### src/hdl/phic_pkg.sv
// Package for the program image header checker.
// It holds the section and status codes, the layout sizes and the shared structs.
// It has no dependencies.
`default_nettype none

package phic_pkg;

  // Layout of the image header.
  localparam int unsigned NAME_BYTES    = 128;
  localparam int unsigned COMMENT_BYTES = 2048;
  localparam int unsigned WORD_BYTES    = 4;

  // Width of a section length, which may be one more than the largest position.
  localparam int unsigned LEN_W = 17;

  // Reset values of the configuration registers.
  localparam logic [31:0] MAGIC_RESET    = 32'h00EA_83F3;
  localparam logic [15:0] MAX_CODE_RESET = 16'd682;

  // Register indexes on the configuration port.
  localparam logic REG_MAGIC    = 1'b0;
  localparam logic REG_MAX_CODE = 1'b1;

  typedef enum logic [2:0] {
    SEC_MAGIC   = 3'd0,
    SEC_NAME    = 3'd1,
    SEC_PAD1    = 3'd2,
    SEC_SIZE    = 3'd3,
    SEC_COMMENT = 3'd4,
    SEC_PAD2    = 3'd5,
    SEC_CODE    = 3'd6,
    SEC_EXTRA   = 3'd7
  } section_e;

  typedef enum logic [2:0] {
    ST_OK       = 3'd0,
    ST_HEADER   = 3'd1,
    ST_FORMAT   = 3'd2,
    ST_SIZE     = 3'd3,
    ST_OVERSIZE = 3'd4
  } status_e;

  // Configuration seen by the section walker.
  typedef struct packed {
    logic [31:0] magic_word;
    logic [15:0] max_code_bytes;
  } cfg_t;

  // Progress through one image.
  typedef struct packed {
    section_e    phase;
    logic [15:0] position;
    logic [31:0] word_acc;
    logic [15:0] decoded_size;
    status_e     error_code;
  } walk_state_t;

  // One result item.
  typedef struct packed {
    section_e    section;
    logic [15:0] offset;
    logic [7:0]  data_byte;
    logic [15:0] code_bytes;
    status_e     status;
    logic        image_done;
  } result_t;

  localparam walk_state_t WALK_RESET = '{
    phase:        SEC_MAGIC,
    position:     16'd0,
    word_acc:     32'd0,
    decoded_size: 16'd0,
    error_code:   ST_OK
  };

endpackage

`default_nettype wire

### src/hdl/phic_walk.sv
// Section walker: the step of the header check for one byte, as combinational logic.
// It depends on phic_pkg for the state and result structs.
`default_nettype none

module phic_walk
  import phic_pkg::*;
(
  input  wire cfg_t        cfg_i,
  input  wire walk_state_t state_i,
  input  wire logic [7:0]  byte_i,
  input  wire logic        last_i,
  output walk_state_t      state_o,
  output result_t          result_o
);

  section_e           sec;
  logic [31:0]        acc_new;
  logic [LEN_W-1:0]   sec_len;
  logic [LEN_W-1:0]   pos_inc;
  walk_state_t        nxt;
  section_e           phase_new;

  assign sec     = state_i.phase;
  assign acc_new = {state_i.word_acc[23:0], byte_i};
  assign pos_inc = {1'b0, state_i.position} + {{(LEN_W-1){1'b0}}, 1'b1};

  // Length of the current section.
  always_comb begin
    case (sec)
      SEC_NAME:    sec_len = LEN_W'(NAME_BYTES);
      SEC_COMMENT: sec_len = LEN_W'(COMMENT_BYTES);
      SEC_CODE:    sec_len = {1'b0, state_i.decoded_size};
      default:     sec_len = LEN_W'(WORD_BYTES);
    endcase
  end

  // Next state; an error is recorded only while none is held.
  always_comb begin
    nxt       = state_i;
    phase_new = sec;
    if (sec == SEC_EXTRA) begin
      if (nxt.error_code == ST_OK) nxt.error_code = ST_OVERSIZE;
      if (state_i.position != 16'hFFFF) nxt.position = pos_inc[15:0];
    end else if (pos_inc >= sec_len) begin
      // The byte completes its section.
      case (sec)
        SEC_MAGIC: begin
          if (acc_new != cfg_i.magic_word && nxt.error_code == ST_OK)
            nxt.error_code = ST_HEADER;
        end
        SEC_PAD1, SEC_PAD2: begin
          if (acc_new != 32'd0 && nxt.error_code == ST_OK)
            nxt.error_code = ST_FORMAT;
        end
        SEC_SIZE: begin
          if (acc_new[31] || acc_new > {16'd0, cfg_i.max_code_bytes}) begin
            if (nxt.error_code == ST_OK) nxt.error_code = ST_SIZE;
            nxt.decoded_size = 16'd0;
          end else begin
            nxt.decoded_size = acc_new[15:0];
          end
        end
        default: ;
      endcase
      phase_new = section_e'(sec + 3'd1);
      if (phase_new == SEC_CODE && nxt.decoded_size == 16'd0) phase_new = SEC_EXTRA;
      nxt.phase    = phase_new;
      nxt.position = 16'd0;
      nxt.word_acc = 32'd0;
    end else begin
      nxt.position = pos_inc[15:0];
      nxt.word_acc = acc_new;
    end

    // An image that ends before the code is complete is short.
    if (last_i && nxt.error_code == ST_OK) begin
      if (nxt.phase inside {SEC_MAGIC, SEC_PAD1, SEC_SIZE, SEC_PAD2})
        nxt.error_code = ST_HEADER;
      else if (nxt.phase != SEC_EXTRA)
        nxt.error_code = ST_FORMAT;
    end
  end

  // Result of this byte.
  always_comb begin
    result_o.section    = sec;
    result_o.offset     = state_i.position;
    result_o.data_byte  = byte_i;
    result_o.code_bytes = nxt.decoded_size;
    result_o.status     = nxt.error_code;
    result_o.image_done = last_i;
  end

  // The last byte returns the walker to the start of a new image.
  assign state_o = last_i ? WALK_RESET : nxt;

endmodule

`default_nettype wire

### src/hdl/phic_core.sv
// Pipeline of the header checker: input register, walk state and result register.
// It depends on phic_pkg and instantiates phic_walk.
`default_nettype none

module phic_core
  import phic_pkg::*;
(
  input  wire logic       clk_i,
  input  wire logic       rst_ni,
  input  wire cfg_t       cfg_i,
  input  wire logic       in_valid_i,
  output logic            in_ready_o,
  input  wire logic [7:0] in_byte_i,
  input  wire logic       in_last_i,
  output logic            out_valid_o,
  input  wire logic       out_ready_i,
  output result_t         out_result_o
);

  logic        in_v_q;
  logic [7:0]  in_byte_q;
  logic        in_last_q;
  logic        out_v_q;
  result_t     out_q;
  walk_state_t state_q;
  walk_state_t state_d;
  result_t     result_d;
  logic        advance;
  logic        in_take;

  // A byte moves on when the result register is free or being emptied.
  assign advance    = in_v_q & (~out_v_q | out_ready_i);
  assign in_ready_o = ~in_v_q | advance;
  assign in_take    = in_valid_i & in_ready_o;

  phic_walk u_walk (
    .cfg_i    (cfg_i),
    .state_i  (state_q),
    .byte_i   (in_byte_q),
    .last_i   (in_last_q),
    .state_o  (state_d),
    .result_o (result_d)
  );

  // Valid flags and walk state.
  always_ff @(posedge clk_i or negedge rst_ni) begin
    if (!rst_ni) begin
      in_v_q  <= 1'b0;
      out_v_q <= 1'b0;
      state_q <= WALK_RESET;
    end else begin
      if (in_take) in_v_q <= 1'b1;
      else if (advance) in_v_q <= 1'b0;
      if (advance) begin
        out_v_q <= 1'b1;
        state_q <= state_d;
      end else if (out_ready_i) begin
        out_v_q <= 1'b0;
      end
    end
  end

  // Payload registers.
  always_ff @(posedge clk_i) begin
    if (in_take) begin
      in_byte_q <= in_byte_i;
      in_last_q <= in_last_i;
    end
    if (advance) out_q <= result_d;
  end

  assign out_valid_o  = out_v_q;
  assign out_result_o = out_q;

endmodule

`default_nettype wire

### config.mk
export PLATFORM = sky130hd
export DESIGN_NAME = phic_core
export DESIGN_NICKNAME = d
export VERILOG_FILES = /design/src/hdl/phic_pkg.sv /design/src/hdl/phic_walk.sv /design/src/hdl/phic_core.sv
export SDC_FILE = /design/constraint.sdc
export NUM_CORES = 1
export LEC_CHECK = 0
export BUFFER_PORTS_ARGS = -buffer_cell sky130_fd_sc_hd__clkbuf_2
export CAP_MARGIN = 20
export CORE_MARGIN = 3
export CORE_UTILIZATION = 35
export CTS_BUF_LIST = sky130_fd_sc_hd__clkbuf_4 sky130_fd_sc_hd__clkbuf_8
export DETAILED_ROUTE_END_ITERATION = 6
export HOLD_SLACK_MARGIN = 0.02
export SLEW_MARGIN = 20
export SYNTH_ARGS = -nofsm -noshare
export SYNTH_HDL_FRONTEND = slang
export SYNTH_SLANG_ARGS = --single-unit
export TNS_END_PERCENT = 20
### constraint.sdc
create_clock -name clk_i -period 4.73 [get_ports clk_i]
set_input_delay 1.1825 -clock clk_i [delete_from_list [all_inputs] [get_ports clk_i]]
set_output_delay 1.1825 -clock clk_i [all_outputs]
set_load 0.02 [all_outputs]
=== Yosys cells after proc, flatten, opt, wreduce, memory -nomap -nowiden ===
Index checks and enable logic that the tools add are counted.

* Flip-flop bits (word level): 120
* Bits in latches: 0
* Bits in writable memories: 0
* Bits in read-only memories: 0
* Input port bits: 61
* Output and inout bits: 49
* Logic and storage cells: 86
* Memories: 0

* $add $sub $neg: 2
* Multiply operators: 0
* Div/mod/pow operators: 0
* $lt $le $gt $ge: 2
* Eq/ne operators: 16
* Shift operators: 0
* Multiplexer cells: 28
* Bitwise logic cells: 6
* Reduce and logical (&&, ||, !) cells: 17

{| class="wikitable"
|+ Operators with widths
! kind !! count
|-
| 16-bit two-way mux || 6
|-
| 48-bit two-way mux || 2
|-
| 70-bit two-way mux || 1
|-
| 16-bit case mux with 3 select lines || 1
|-
| 3-bit two-way mux || 12
|-
| 32-bit by 16-bit greater-than comparator with 1-bit output || 1
|-
| 32-bit inequality test || 1
|-
| 32-bit nonzero test || 1
|-
| 19-bit two-way mux || 1
|-
| 3-bit == test (second input constant) || 6
|-
| 16-bit by 1-bit adder with 17-bit output (second input constant) || 1
|-
| 17-bit by 16-bit >= comparator with 1-bit output || 1
|-
| 16-bit zero test || 1
|-
| 16-bit inequality test (second input constant) || 1
|-
| 3-bit by 2-bit == test with 1-bit output (second input constant) || 4
|-
| 3-bit zero test || 4
|-
| 3-bit case mux with 3 select lines || 1
|-
| 3-bit inequality test (second input constant) || 2
|-
| 1-bit logical AND || 4
|-
| 1-bit two-way mux || 4
|-
| 2-bit AND reduction || 2
|-
| 2-bit nonzero test || 2
|-
| 4-bit nonzero test || 1
|-
| 3-bit by 1-bit adder with 3-bit output (second input constant) || 1
|-
| 7 further kinds || 10
|}

=== Longest topological paths before layout ===
* Word-level depth: 16
* Depth in mapped cells: 18
* Mapped depth without buffers: 14

=== Hierarchy ===
A second synthesis with hierarchy kept.

* Cell total of the unflattened synthesis: 740
* Area total of the unflattened synthesis: 7734.9 µm²

{| class="wikitable"
|+ Modules (own cells, without submodules)
! module !! times used !! cells each !! area an instance (µm²)
|-
| phic_core || 1 || 212 || 4405.5
|-
| phic_walk || 1 || 528 || 3329.4
|}

=== Least setup slack after synthesis ===
OpenSTA, ideal clock, no wires.

* Path kind: input port to flip-flop
* Start point: in out_ready_i
* End point: reg state_q[52] (netlist bit)
* Arrival time: 3.839 ns
* Data required time: 4.609 ns
* Path slack: 0.770 ns
* Cell stages on the path: 8
* Cell sequence: nand2b_1 > nand2_1 > clkinv_1 > o21ai_1 > or3_1 > inv_1 > buf_2 > a22o_1

* Cells in the longest elaborated chain, start to end: 3

{| class="wikitable"
|+ Ends and longest elaborated chain
! what !! RTL line !! source
|-
| from (decl) || phic_core.sv:16 || <nowiki>input wire logic out_ready_i,</nowiki>
|-
| 1-bit OR || phic_core.sv:32 || <nowiki>assign advance = in_v_q & (~out_v_q | out_ready_i);</nowiki>
|-
| 1-bit AND || phic_core.sv:32 ||
|-
| via advance || phic_core.sv:28 || <nowiki>logic advance;</nowiki>
|-
| 2-bit AND reduction (no line) || - ||
|-
| to (signal assigned) || phic_core.sv:56 || <nowiki>state_q <= state_d;</nowiki>
|-
| to (decl) || phic_core.sv:25 || <nowiki>walk_state_t state_q;</nowiki>
|}

The timed path passes the listed nets, and every way through them passes these cells.
A chain may end at the register's enable or synchronous reset.

=== Worst setup path after layout ===
* Start point: reg state_q[67] (netlist bit)
* End point: reg state_q[12] (netlist bit)

* Cells in the longest elaborated chain, start to end: 7

{| class="wikitable"
|+ Ends and longest elaborated chain
! what !! RTL line !! source
|-
| parallel branches: the longest is 5 deep, another holds 17-bit by 16-bit >= comparator with 1-bit output || - ||
|-
| 48-bit two-way mux * || phic_walk.sv:41 || <nowiki>if (sec == SEC_EXTRA) begin</nowiki>
|-
| 70-bit two-way mux * || phic_walk.sv:95 || <nowiki>assign state_o = last_i ? WALK_RESET : nxt;</nowiki>
|}

Mark *: on every way between the ends. The select of a mux whose other input is x is not followed.

==> results.py <==
metrics = {
    "global_route": {
        "grtUsageTotal_pct": 16.9,
        "antenna_found_initial": 0,
        "first_global_vias": 4722,
        "gr-total-overflow": 0,
        "grt_pass1_wl_mm": 25.7,
        "grt_max_degree": 53,
    },
    "synthesis": {
        "yosysTopAreaCellShare_pct": 27.3,
        "synth.avg_cell_area_sq_um": 11.2,
        "syn_area_sq_um": 6160,
        "synth.distinct_cells": 52,
        "async_flop_share_pct": 53.3,
        "ys_seq_area_share_pct": 53.3,
        "syn_inst": 551,
        "syn-num-nets": 651,
        "synthTopCellsByArea": "edfxtp_1 27%, dfrtp_1 26%, ha_1 7.9%, a22o_1 7.8%, xor2_1 5.4%",
        "yosysMostFrequentCell": "nand2_1",
        "synth_area_leader_cell": "edfxtp_1",
        "synth-edff-count": 56,
        "ys_ff_latch": 120,
        "synth_warnings": 0,
        "synthTopCellsByCount": "66 x nand2_1, 64 x dfrtp_1, 56 x edfxtp_1, 55 x a22o_1, 39 x ha_1",
        "synth_ff_type": "dfrtp_1",
    },
    "detailed_routing": {
        "drc_errors": 0,
        "drt-initial-drc-count": 298,
        "drt-total-wl_mm": 16.0,
        "ant_nets": 0,
        "drt-pass1-iter-count": 5,
        "wire_per_inst_um": 17.9,
        "vias": 4787,
        "via_per_inst": 5.35,
    },
    "setup_path": {
        "worstPathMaxFanout": 17,
        "path_class": "reg -> reg",
        "startpoint_type": "flop",
        "r2r_slack_ps": 360,
        "ff2ff_path_depth": 13,
        "endpoint_kind": "flop",
        "cp.arrival_ps": 4710,
        "rr_startpoint": "state_q[67]",
        "worstPathRequired_ps": 5070,
        "cp-startpoint": "state_q[67]",
        "reg2reg_to": "state_q[12]",
    },
    "timing": {
        "rsz0062_at_grt": "false",
        "fin_skew_ps": 7.36,
        "period_share_pct": 92.4,
        "slew_headroom_pct": 44.9,
        "final.setup.tns_ps": 0,
        "max_freq_mhz": 229,
        "tightest_slew_ps": 824,
        "fin_crit_ps": 4370,
        "maxSlewViolCount": 0,
        "setup_slack_ps": 357,
        "hold_violations": 0,
        "setup_viol": 0,
    },
    "placement": {
        "dp_hpwl_mm": 11.5,
        "portBuffers": 109,
        "place_area_sq_um": 6920,
        "pre_cts_slack_ps": 371,
        "routabilityCongestion": 0.932,
        "dp.cells": 863,
    },
    "floorplanning": {
        "rows": 47,
        "io_pins": 110,
        "dieWidth_um": 139,
        "start_util_pct": 36.5,
        "dieArea_sq_um": 19200,
        "core_region_area_sq_um": 16900,
        "die-height_um": 139,
    },
    "worst_hold_path": {
        "holdCritStartpoint": "state_q[66]",
        "holdPathEnd": "out_result_o[43]",
        "hold_path_depth": 0,
        "hold_class": "reg -> reg",
    },
    "power": {
        "finalPower_w": 0.00337,
        "ir_worst_vdd_mv": 0.226,
        "p_leak_nw": 3.46,
        "powerDensity_nw_per_um2": 458,
    },
    "clock_network": {
        "clock_latency_ps": 450,
        "cts_tree": "yes",
        "clock_sinks": 120,
        "htree_num_levels": 4,
        "cts_buffer_depth": 2,
        "clockRootBuffer": "clkbuf_8",
        "clkTransAtPathRegs_ps": 70,
        "cts_buffers": 17,
        "postCtsHoldBufs": 0,
    },
    "final_layout": {
        "register_area_sq_um": 3280,
        "multi_input_area_sq_um": 2700,
        "stdcell_area_sq_um": 7360,
        "antenna_cells": 0,
        "syn2layout_area_growth_pct": 19.5,
        "drive_above_1_share_pct": 22.5,
        "nets": 762,
        "final.fill_count": 1589,
        "stdcell_count": 895,
    },
    "run_status": {
        "outcome": "complete, no violations",
    },
    "job": {
        "maxCapViolations": 0,
    },
}
-- how the worst max path moves through the flow --
stage | cells past startpoint | endpoint
detailed placement | 13 | state_q[12]
global route | 13 | state_q[15]
finish | 13 | state_q[12]
global placement | 13 | state_q[8]
floorplan | 8 | state_q[52]
CTS | 13 | state_q[12]
-- critical path, stage by stage, from the launching register on --
cell	delay [ps]
dfrtp_1	510
inv_1	190
ha_1	260
and2_1	390
nand2_1	170
ha_1	310
a2111oi_0	440
o21ai_0	160
o211ai_1	150
o2111ai_2	200
and2b_1	340
and2_1	450
and3_2	410
a22o_1	270
-- layer usage --
metal	part of all wire, %	wire length (um)	vias up	global-route usage (%)
met2	48	7610	162	26.8
met4	2.1	333	0	5.82
met1	45	7210	2321	22.6
met3	5.4	858	31	4.34
li1	-	-	2273	-
met5	0	0	-	0
-- repair_timing --
item | 4_1_cts | 5_1_grt
endpoints found under the setup margin | 0 | 16
gates resized for setup | 0 | 2
setup buffers | 0 | 0
hold endpoints to repair | 0 | 0
-- cell usage in the layout (no fill, tap or decap), drive strengths merged, types with 5 or more instances in the layout --
master / synthesis / routed
clkbuf: 13 / 127
nand3: 21 / 21
nor2: 23 / 23
ha: 39 / 39
a22o: 55 / 55
clkinvlp: 0 / 5
nand2b: 5 / 5
xnor2: 8 / 8
nand2: 66 / 66
edfxtp: 56 / 56
and3: 5 / 5
dfrtp: 64 / 64
nand4: 14 / 14
xor2: 38 / 38
o21ai: 15 / 15
a21oi: 21 / 21
and2: 5 / 5
inv: 27 / 28
nor4: 23 / 23
-- registers in the layout, summed over array words and instances, names as in the netlist --
signal / count
in_last_q: 1
in_v_q: 1
out_valid_o: 1
in_byte_q: 8
state_q: 62
out_result_o: 47
-- power breakdown --
| part | internal, W | total [W] | switching [W] |
|---|---|---|---|
| Sequential | 0.00124 | 0.00142 | 0.000186 |
| Combinational | 0.000358 | 0.000945 | 0.000588 |
| Clock | 0.000588 | 0.00100 | 0.000416 |
| Total | 0.00218 | 0.00337 | 0.00119 |
-- layout make-up --
type	count	share of cell area [%]
sequential	120	44.6
multi-input combinational	383	36.6
timing repair buffer	112	7.75
tap	220	3.74
clock buffer	19	3.47
clock inverter	13	2.41
inverter	28	1.43
-- through the flow --
step / hold WS (ps) / utilization (%)
after CTS: 491 / 43.5
after global placement: 470 / 41.0
final: 489 / 43.6
after global routing: 505 / 43.6
after floorplan: 424 / -
after detailed placement: 475 / 41.0
-- kinds of logic after synthesis --
family / count (synthesis) / synth area share (%)
compound gates: 123 / 15.0
xor+xnor: 46 / 6.54
fa+ha+maj: 39 / 7.92
buf+inv: 48 / 3.29
flops: 120 / 53.3
mux: 1 / 0.162
simple gates: 174 / 13.7
Note: power is estimated with default switching activity, not from simulation.
